<file path="src/sv/u8u16_pkg.sv">
`timescale 1ns / 1ps
// ----------------------------------------------------------------------------
// UTF-8 to UTF-16 transcoder package
// Widths, surrogate constants and the result record shared by the design.
// ----------------------------------------------------------------------------
package u8u16_pkg;

  localparam int unsigned ByteW  = 8;
  localparam int unsigned UnitW  = 16;
  localparam int unsigned PointW = 21;
  localparam int unsigned OwedW  = 2;

  // Code point limits.
  localparam logic [PointW-1:0] SurrLo    = 21'h00_D800;
  localparam logic [PointW-1:0] SurrHi    = 21'h00_DFFF;
  localparam logic [PointW-1:0] SuppBase  = 21'h01_0000;
  localparam logic [PointW-1:0] PointMax  = 21'h10_FFFF;

  // Top six bits of the high and low surrogate units.
  localparam logic [5:0] HiSurrTag = 6'b110110;
  localparam logic [5:0] LoSurrTag = 6'b110111;

  // Lead byte prefixes.
  localparam logic [2:0] Lead2Tag = 3'b110;
  localparam logic [3:0] Lead3Tag = 4'b1110;
  localparam logic [4:0] Lead4Tag = 5'b11110;

  // One result item.
  typedef struct packed {
    logic [UnitW-1:0] code_unit;
    logic             is_terminator;
    logic             bad_code_point;
    logic             last_of_run;
  } result_t;

endpackage

</file>
<file path="src/sv/utf8_to_utf16_transcoder.sv">
`timescale 1ns / 1ps
// ----------------------------------------------------------------------------
// UTF-8 to UTF-16 transcoder
// Decodes a UTF-8 byte stream, one byte per transfer, into UTF-16 code units.
// ----------------------------------------------------------------------------
// Usage:
// The input channel (in_valid_i, in_stall_o, data_byte_i) takes one UTF-8
// byte per transfer. The output channel (out_valid_o, out_stall_i and the
// result fields) gives one UTF-16 code unit per transfer. A byte causes zero
// results (an unfinished sequence), one result, or two results (a surrogate
// pair, high unit first); last_of_run marks the final result of a byte.
// A byte taken sits in the input register, is decoded combinationally, and is
// written into the output register, whose result drives the output ports.
// Throughput is one byte per cycle while the receiver keeps up and no low
// surrogate is held. A surrogate pair fills the output register with the high
// unit and then the low unit; the low unit waits in a one-entry holding
// register, and the input stalls until it moves into the output register.
// A zero byte gives a terminator result and clears the decoder, dropping any
// partial character. Reset empties both registers and clears the decoder.
// When the receiver stalls, the output register holds its result; the input
// register still takes a byte as long as decoding it needs no output slot.
// ----------------------------------------------------------------------------
module utf8_to_utf16_transcoder (
  input  logic                             clk_i,
  input  logic                             rst_ni,
  input  logic                             in_valid_i,
  output logic                             in_stall_o,
  input  logic [u8u16_pkg::ByteW-1:0]      data_byte_i,
  output logic                             out_valid_o,
  input  logic                             out_stall_i,
  output logic [u8u16_pkg::UnitW-1:0]      code_unit_o,
  output logic                             is_terminator_o,
  output logic                             bad_code_point_o,
  output logic                             last_of_run_o
);

  // Input register.
  logic                              in_vld_q;
  logic [u8u16_pkg::ByteW-1:0]       in_byte_q;

  // Decoder state: continuation bytes still owed and the partial code point.
  logic [u8u16_pkg::OwedW-1:0]       owed_q, owed_d;
  logic [u8u16_pkg::PointW-1:0]      partial_q, partial_d;

  // Output register and the holding register for a low surrogate.
  logic                              out_vld_q;
  u8u16_pkg::result_t                out_q;
  logic                              pend_vld_q;
  logic [u8u16_pkg::UnitW-1:0]       pend_unit_q;

  // Decode results.
  logic                              dec_emit;
  logic                              dec_term;
  logic [u8u16_pkg::PointW-1:0]      dec_cp;
  logic [u8u16_pkg::PointW-1:0]      acc_pt;
  logic [u8u16_pkg::PointW-1:0]      sup_off;
  logic                              cp_bad;
  logic                              cp_pair;
  u8u16_pkg::result_t                dec_first;
  logic [u8u16_pkg::UnitW-1:0]       dec_lo_unit;

  // Handshake control.
  logic                              out_ready;
  logic                              consume;

  // The partial point shifts left by six and takes the low six bits of the
  // continuation byte; the tag bits are ignored.
  assign acc_pt = {partial_q[u8u16_pkg::PointW-7:0], in_byte_q[5:0]};

  always_comb begin
    owed_d    = owed_q;
    partial_d = partial_q;
    dec_emit  = 1'b0;
    dec_term  = 1'b0;
    dec_cp    = '0;
    if (in_byte_q == '0) begin
      // A zero byte ends the string wherever it arrives.
      owed_d    = '0;
      partial_d = '0;
      dec_emit  = 1'b1;
      dec_term  = 1'b1;
    end else if (owed_q != '0) begin
      owed_d = owed_q - 2'd1;
      if (owed_d != '0) begin
        partial_d = acc_pt;
      end else begin
        partial_d = '0;
        dec_cp    = acc_pt;
        dec_emit  = 1'b1;
      end
    end else if (!in_byte_q[7]) begin
      dec_cp   = {13'd0, in_byte_q};
      dec_emit = 1'b1;
    end else if (in_byte_q[7:5] == u8u16_pkg::Lead2Tag) begin
      partial_d = {16'd0, in_byte_q[4:0]};
      owed_d    = 2'd1;
    end else if (in_byte_q[7:4] == u8u16_pkg::Lead3Tag) begin
      partial_d = {17'd0, in_byte_q[3:0]};
      owed_d    = 2'd2;
    end else if (in_byte_q[7:3] == u8u16_pkg::Lead4Tag) begin
      partial_d = {18'd0, in_byte_q[2:0]};
      owed_d    = 2'd3;
    end else begin
      // Stray continuation byte or an impossible lead byte: unit zero.
      dec_emit = 1'b1;
    end
  end

  // Code point classification. Terminators and bad lead bytes carry a zero
  // code point, which is neither bad nor a pair, so they come out as unit 0.
  assign cp_bad  = ((dec_cp >= u8u16_pkg::SurrLo) && (dec_cp <= u8u16_pkg::SurrHi)) ||
                   (dec_cp > u8u16_pkg::PointMax);
  assign cp_pair = !cp_bad && (dec_cp >= u8u16_pkg::SuppBase);
  assign sup_off = dec_cp - u8u16_pkg::SuppBase;

  always_comb begin
    dec_first.is_terminator  = dec_term;
    dec_first.bad_code_point = cp_bad;
    dec_first.last_of_run    = !cp_pair;
    if (cp_bad) begin
      dec_first.code_unit = '0;
    end else if (cp_pair) begin
      dec_first.code_unit = {u8u16_pkg::HiSurrTag, sup_off[19:10]};
    end else begin
      dec_first.code_unit = dec_cp[u8u16_pkg::UnitW-1:0];
    end
  end

  assign dec_lo_unit = {u8u16_pkg::LoSurrTag, sup_off[9:0]};

  // The output register can load when it is empty or being drained. A held
  // low surrogate goes first; until it leaves, the input register waits.
  assign out_ready  = !out_vld_q || !out_stall_i;
  assign consume    = in_vld_q && !pend_vld_q && (!dec_emit || out_ready);
  assign in_stall_o = in_vld_q && !consume;

  // Control registers.
  always_ff @(posedge clk_i or negedge rst_ni) begin
    if (!rst_ni) begin
      in_vld_q   <= 1'b0;
      owed_q     <= '0;
      partial_q  <= '0;
      out_vld_q  <= 1'b0;
      pend_vld_q <= 1'b0;
    end else begin
      if (!in_stall_o) begin
        in_vld_q <= in_valid_i;
      end
      if (consume) begin
        owed_q    <= owed_d;
        partial_q <= partial_d;
      end
      if (out_ready) begin
        if (pend_vld_q) begin
          out_vld_q  <= 1'b1;
          pend_vld_q <= 1'b0;
        end else if (consume && dec_emit) begin
          out_vld_q  <= 1'b1;
          pend_vld_q <= cp_pair;
        end else begin
          out_vld_q <= 1'b0;
        end
      end
    end
  end

  // Payload registers.
  always_ff @(posedge clk_i) begin
    if (in_valid_i && !in_stall_o) begin
      in_byte_q <= data_byte_i;
    end
    if (out_ready) begin
      if (pend_vld_q) begin
        out_q.code_unit      <= pend_unit_q;
        out_q.is_terminator  <= 1'b0;
        out_q.bad_code_point <= 1'b0;
        out_q.last_of_run    <= 1'b1;
      end else if (consume && dec_emit) begin
        out_q       <= dec_first;
        pend_unit_q <= dec_lo_unit;
      end
    end
  end

  assign out_valid_o      = out_vld_q;
  assign code_unit_o      = out_q.code_unit;
  assign is_terminator_o  = out_q.is_terminator;
  assign bad_code_point_o = out_q.bad_code_point;
  assign last_of_run_o    = out_q.last_of_run;

`ifndef SYNTH
  // A held low surrogate always has its high unit in the output register.
  assert property (@(posedge clk_i) disable iff (!rst_ni)
    pend_vld_q |-> (out_vld_q && !out_q.last_of_run &&
                    (out_q.code_unit[15:10] == u8u16_pkg::HiSurrTag)))
    else $error("held low surrogate without a high surrogate in front");

  // No byte is decoded while a low surrogate is still held.
  assert property (@(posedge clk_i) disable iff (!rst_ni)
    pend_vld_q |-> !consume)
    else $error("byte decoded ahead of a held low surrogate");

  // A bad code point or a terminator is a single zero unit.
  assert property (@(posedge clk_i) disable iff (!rst_ni)
    (out_vld_q && (out_q.bad_code_point || out_q.is_terminator)) |->
      ((out_q.code_unit == '0) && out_q.last_of_run))
    else $error("error or terminator result is not a single zero unit");

  // A decoded zero byte leaves the decoder cleared.
  assert property (@(posedge clk_i) disable iff (!rst_ni)
    (consume && dec_term) |=> ((owed_q == '0) && (partial_q == '0)))
    else $error("decoder state not cleared by terminator");
`endif

endmodule
</file>
<file path="config.mk">
export PLATFORM = sky130hd
export DESIGN_NAME = utf8_to_utf16_transcoder
export DESIGN_NICKNAME = d
export VERILOG_FILES = /design/src/sv/u8u16_pkg.sv /design/src/sv/utf8_to_utf16_transcoder.sv
export SDC_FILE = /design/constraint.sdc
export NUM_CORES = 1
export LEC_CHECK = 0
export BUFFER_PORTS_ARGS = -buffer_cell sky130_fd_sc_hd__buf_2
export CAP_MARGIN = 0
export CORE_UTILIZATION = 52
export CTS_BUF_LIST = sky130_fd_sc_hd__clkbuf_4
export DETAILED_ROUTE_END_ITERATION = 6
export PLACE_DENSITY = 0.84
export SYNTH_ARGS = -nofsm -noshare
export SYNTH_HDL_FRONTEND = slang
export SYNTH_SLANG_ARGS = --single-unit
</file>
<file path="constraint.sdc">
create_clock -name clk_i -period 3 [get_ports clk_i]
set_input_delay 0.6 -clock clk_i [delete_from_list [all_inputs] [get_ports clk_i]]
set_output_delay 0.6 -clock clk_i [all_outputs]
set_load 0.01 [all_outputs]
</file>
== After elaboration in Yosys (flattened, before gate mapping) ==
Cells that the tools add are included.

* Memory bits (writable): 0
* Input port bits: 12
* Memories kept: 0
* Output and inout port bits: 21
* Register bits after elaboration: 57
* Bits in read-only memories: 0
* Latch bits: 0

* Mux-type cells: 33
* Reduce and logical (&&, ||, !) cells: 27
* Magnitude comparators: 4
* Equality and inequality tests: 3
* Shifts and indexed selects: 0
* Add/sub/neg operators: 2
* Div/mod/pow operators: 0
* $mul: 0
* Bitwise operators: 1

{| class="wikitable"
|+ Operators by type and width
! cell !! number
|-
| 15-bit two-way mux || 7
|-
| 21-bit two-way mux || 3
|-
| 16-bit two-way mux || 2
|-
| 21-bit by 16-bit >= comparator with 1-bit output (second input constant) || 1
|-
| 21-bit by 17-bit >= comparator with 1-bit output (second input constant) || 1
|-
| 21-bit greater-than comparator (second input constant) || 1
|-
| 21-bit by 16-bit less-or-equal comparator with 1-bit output (second input constant) || 1
|-
| 20-bit by 17-bit subtractor with 20-bit output (second input constant) || 1
|-
| 19-bit two-way mux || 1
|-
| 13-bit two-way mux || 1
|-
| 1-bit two-way mux || 12
|-
| 2-bit two-way mux || 6
|-
| 1-bit zero test || 8
|-
| 8-bit zero test || 1
|-
| 1-bit logical AND || 7
|-
| 7-bit two-way mux || 1
|-
| 3-bit AND reduction || 2
|-
| 2-bit nonzero test || 3
|-
| 5-bit equality test (second input constant) || 1
|-
| 5-bit nonzero test || 1
|-
| 4-bit equality test (second input constant) || 1
|-
| 3-bit equality test (second input constant) || 1
|-
| 1-bit logical OR || 3
|-
| 3-bit nonzero test || 1
|-
| other kinds (3) || 3
|}

== Logic depth before layout (Yosys ltp) ==
* Depth in word-level cells: 14
* Mapped depth: 11

== Worst setup path after synthesis ==
OpenSTA, ideal clock, no wires.

* Path kind: register to register
* Start point: reg in_byte_q[7] (netlist name)
* End point: reg out_q, in the netlist bad_code_point_o (enable)
* Data required time: 2.599 ns
* Cell stages (with the launch flop): 6
* Period minus slack after synthesis: 3.230 ns
* Path slack: -0.230 ns
* Arrival: 2.829 ns
* Cells stage by stage: edfxtp_1 -> nor4_1 -> nand2_1 -> a21oi_1 -> nor2_1 -> a21oi_1

* Word-level cells in the longest chain between the ends: 13
* Elaborated cells between the ends (all ways): 16

{| class="wikitable"
|+ Ends and longest elaborated chain
! item !! RTL line !! source
|-
| start: declaration || utf8_to_utf16_transcoder.sv:39 || <nowiki>logic [u8u16_pkg::ByteW-1:0] in_byte_q;</nowiki>
|-
| start signal: assignment || utf8_to_utf16_transcoder.sv:170 || <nowiki>in_byte_q <= data_byte_i;</nowiki>
|-
| 5-bit equality test || utf8_to_utf16_transcoder.sv:100 || <nowiki>end else if (in_byte_q[7:3] == u8u16_pkg::Lead4Tag) begin</nowiki>
|-
| 1-bit two-way mux || utf8_to_utf16_transcoder.sv:100 ||
|-
| 1-bit two-way mux || utf8_to_utf16_transcoder.sv:97 || <nowiki>end else if (in_byte_q[7:4] == u8u16_pkg::Lead3Tag) begin</nowiki>
|-
| 1-bit two-way mux || utf8_to_utf16_transcoder.sv:94 || <nowiki>end else if (in_byte_q[7:5] == u8u16_pkg::Lead2Tag) begin</nowiki>
|-
| 1-bit two-way mux || utf8_to_utf16_transcoder.sv:91 || <nowiki>end else if (!in_byte_q[7]) begin</nowiki>
|-
| 1-bit two-way mux || utf8_to_utf16_transcoder.sv:82 || <nowiki>end else if (owed_q != '0) begin</nowiki>
|-
| 1-bit two-way mux (*) || utf8_to_utf16_transcoder.sv:76 || <nowiki>if (in_byte_q == '0) begin</nowiki>
|-
| 1-bit zero test || utf8_to_utf16_transcoder.sv:134 || <nowiki>assign consume = in_vld_q && !pend_vld_q && (!dec_emit || out_ready);</nowiki>
|-
| 1-bit logical OR || utf8_to_utf16_transcoder.sv:134 ||
|-
| 1-bit logical AND || utf8_to_utf16_transcoder.sv:134 ||
|-
| 1-bit logical AND (*) || utf8_to_utf16_transcoder.sv:178 || <nowiki>end else if (consume && dec_emit) begin</nowiki>
|-
| 2-bit nonzero test (no line) (*) || -- ||
|-
| 2-bit AND reduction (no line) (*) || -- ||
|-
| end signal: assignment || utf8_to_utf16_transcoder.sv:179 || <nowiki>out_q <= dec_first;</nowiki>
|-
| end: declaration || utf8_to_utf16_transcoder.sv:47 || <nowiki>u8u16_pkg::result_t out_q;</nowiki>
|}

Every way passes the cells marked *; elsewhere a longest branch is shown, timed or not.
A chain may end at the register's enable or synchronous reset.

== Final worst setup path ==
* Start point: reg in_byte_q[1] (netlist name)
* End point: reg out_q, in the netlist last_of_run_o, data pin

* Word-level cells in the longest chain between the ends: 10
* Elaborated cells between the ends (all ways): 15

{| class="wikitable"
|+ Ends and longest elaborated chain
! item !! RTL line !! source
|-
| 7-bit two-way mux or 21-bit two-way mux (tied branches) || utf8_to_utf16_transcoder.sv:91, utf8_to_utf16_transcoder.sv:84 ||
|-
| 21-bit two-way mux || utf8_to_utf16_transcoder.sv:82 ||
|-
| 21-bit two-way mux (*) || utf8_to_utf16_transcoder.sv:76 ||
|-
| 21-bit by 16-bit >= comparator with 1-bit output or 21-bit by 16-bit less-or-equal comparator with 1-bit output (tied branches) || utf8_to_utf16_transcoder.sv:111 || <nowiki>assign cp_bad = ((dec_cp >= u8u16_pkg::SurrLo) && (dec_cp <= u8u16_pkg::SurrHi)) ||</nowiki>
|-
| 1-bit logical AND || utf8_to_utf16_transcoder.sv:111 ||
|-
| 1-bit logical OR || utf8_to_utf16_transcoder.sv:111 ||
|-
| 1-bit zero test || utf8_to_utf16_transcoder.sv:113 || <nowiki>assign cp_pair = !cp_bad && (dec_cp >= u8u16_pkg::SuppBase);</nowiki>
|-
| 1-bit logical AND (*) || utf8_to_utf16_transcoder.sv:113 ||
|-
| 1-bit zero test (*) || utf8_to_utf16_transcoder.sv:119 || <nowiki>dec_first.last_of_run = !cp_pair;</nowiki>
|-
| 19-bit two-way mux (*) || utf8_to_utf16_transcoder.sv:178 ||
|}

Every way passes the cells marked *; elsewhere a longest branch is shown, timed or not. The select of a mux whose other input is x is not followed.

==> reports/metrics.yaml <==
clock_path_buffers: 2
synthTopCellsByArea: "edfxtp_1 40%, dfrtp_1 18%, mux2i_1 7.2%"
arrival_ns: 3.00
ios: 33
postLayoutCellArea_mm2: 0.003266
status: "completed"
vias: 2004
initial_core_util: 0.5424
placementRows: 26
syn2layout_area_growth_pct: 17.89
synth_top_cell_by_area: "edfxtp_1"
clk_pin_slew_ns: 0.10
worstReg2RegStart: "in_byte_q[1]"
p_switching_mw: 1.328
grt_antenna_before_repair: 0
yosys_most_used_dff: "edfxtp_1"
num_antenna_cells: 0
synth.avg_cell_area_um2: 11.59
setup_violations: 0
seqPwrFrac: 0.422
cts_buffers: 9
intPower_mw: 2.073
path_class: "flip-flop to flip-flop"
clkPwrFrac: 0.152
syn_inst: 239
finalWirelength_um: 5516
grt_max_degree: 33
cts.sink_count: 57
hold_path.class: "input pin to asynchronous set/reset pin"
reg2regPathDepth: 9
power_density_mw_per_mm2: 1041
grt_overflow: 0
finClkSkew_ns: 0.01369
mostFrequentLayoutCells: "37 x edfxtp_1, 34 x nand2_1, 32 x buf_2"
cp-start-kind: "flip-flop"
syn-num-nets: 252
layout.cells.most_common: "edfxtp_1"
ys_warn_count: 0
cts_tree: "built"
worst_pin_slew_ns: 0.6880
p_leak_nw: 1.357
viasPerCell: 5.567
htreeDepth: 3
finalSetupTns_ns: 0
die-area_mm2: 0.005623
fin_nets: 298
ys_seq_elements: 57
grt_pass1_vias: 1886
drc: 0
postRouteAntennaNets: 0
timing.final.crit_share: 0.9505
grt_pass1_wl_um: 8797
fmax_mhz: 350.7
synth-async-reset-ratio: 0.3509
dr.pass1.iters: 4
cap_violations: 0
io_buffers: 32
drv_slew: 0
yosysTopAreaCellShare: 0.4011
track_usage: 0.2189
required_ns: 3.15
slew_headroom: 0.5354
drtIter0Drc: 204
vdd_drop_max_mv: 0.4610
ys_seq_area_frac: 0.5818
comb_power_share: 0.426
die_w_um: 74.99
fp.coreArea_mm2: 0.005107
syn_area_mm2: 0.002770
hpwl_um: 3868
reg2reg_slack_ns: 0.15
final_layout_size_suffix_gt1_frac: 0.2517
ys_types: 47
switching_share: 0.3905
wire_per_inst_um: 15.32
synth_edf_count: 37
min_period_ns: 2.852
timing.rr.end: "last_of_run_o"
fp.dieH_um: 74.99
finalHoldViolations: 0
rsz0062_at_grt: "no"
clock_latency_ns: 0.40
cts_root_buf: "clkbuf_4"
crit_fanout: 18
gp_congestion: 0.9177
placed_cell_area_mm2: 0.003074
cp-end-kind: "flip-flop"
-- state kept, by name (all words and copies together), names as in the netlist, 2 cells and up --
signal	cells
code_unit_o	16
in_byte_q	8
owed_q	2
partial_q	15
pend_unit_q	10
-- metal layers --
metal | vias up | routed length (um) | global-route usage
met5 | - | 0 | 0
met1 | 957 | 2450 | 0.2847
met3 | 16 | 325 | 0.05087
met4 | 0 | 148 | 0.1237
li1 | 959 | - | -
met2 | 72 | 2591 | 0.3393
-- cell usage after synthesis (all sizes together), types with 2 or more instances --
library cell / number
a211oi: 3
a21boi: 2
a21oi: 8
and2: 10
buf: 4
clkbuf: 7
dfrtp: 20
edfxtp: 37
inv: 17
mux2i: 20
nand2: 34
nand2b: 3
nand3: 3
nand4: 2
nor2: 10
nor3: 5
nor4: 5
o21ai: 11
o21bai: 5
o31ai: 11
o41ai: 2
or3b: 2
or4: 2
-- cells by family (layout without fill, tap and decap cells) --
family / Yosys count / after routing / synth area share
flops: 57 / 57 / 0.5818
simple gates: 83 / 83 / 0.1545
mux: 21 / 21 / 0.07633
compound gates: 48 / 48 / 0.1360
fa+ha+maj: 1 / 1 / 0.004516
xor+xnor: 1 / 1 / 0.003162
buf+inv: 28 / 79 / 0.04381
-- power groups by stage --
stage	logic (mW)	registers, mW	clock network (mW)
6_report	1.45	1.43	0.518
3_3_place_gp	1.36	1.43	0
2_1_floorplan	0.939	1.46	0
5_1_grt	1.61	1.47	0.551
4_1_cts	1.39	1.42	0.526
3_5_place_dp	1.39	1.44	0
-- stage by stage --
step,setup WS (ns),instances,utilization,hold slack (ns),total power [mW]
after floorplan,0.03390,239,-,0.3044,2.399
after CTS,0.005109,359,0.6262,0.1384,3.340
after global routing,0.07611,360,0.6394,0.1747,3.631
after detailed placement,0.05877,343,0.6019,0.5088,2.827
final,0.1484,360,0.6394,0.1376,3.400
after global placement,0.1737,343,0.6019,0.5002,2.790
-- how the worst max path moves through the flow --
stage	depth (start not counted)	from	endpoint
global placement	9	in_byte_q[2]	last_of_run_o
floorplan	10	in_byte_q[2]	code_unit_o[5]
finish	9	in_byte_q[1]	last_of_run_o
CTS	9	in_byte_q[4]	last_of_run_o
detailed placement	9	in_byte_q[4]	last_of_run_o
global route	9	in_byte_q[1]	last_of_run_o
-- critical path: stages (launching register included) --
cell and delay (ns):
edfxtp_1 0.49, nor4_4 0.36, a21oi_2 0.12, nand2_1 0.11
ha_1 0.18, or3b_4 0.42, a221oi_4 0.31, a211oi_4 0.09
buf_6 0.17, or3_1 0.35
-- layout make-up --
class	instances	area [um^2]
fillers	414	1842
clock inverters	6	48.80
clock buffers	10	75.07
multi-input cells	154	1110
well taps	70	87.58
repair buffers	46	269.0
flip-flops and latches	57	1612
inverters	17	63.81
-- repair_timing --
action / CTS / global route
hold buffers: 0 / 0
setup endpoints to repair: 0 / 18
gates resized for setup: 0 / 9
buffers inserted: 0 / 1
Power figures use the tool's default switching activity.
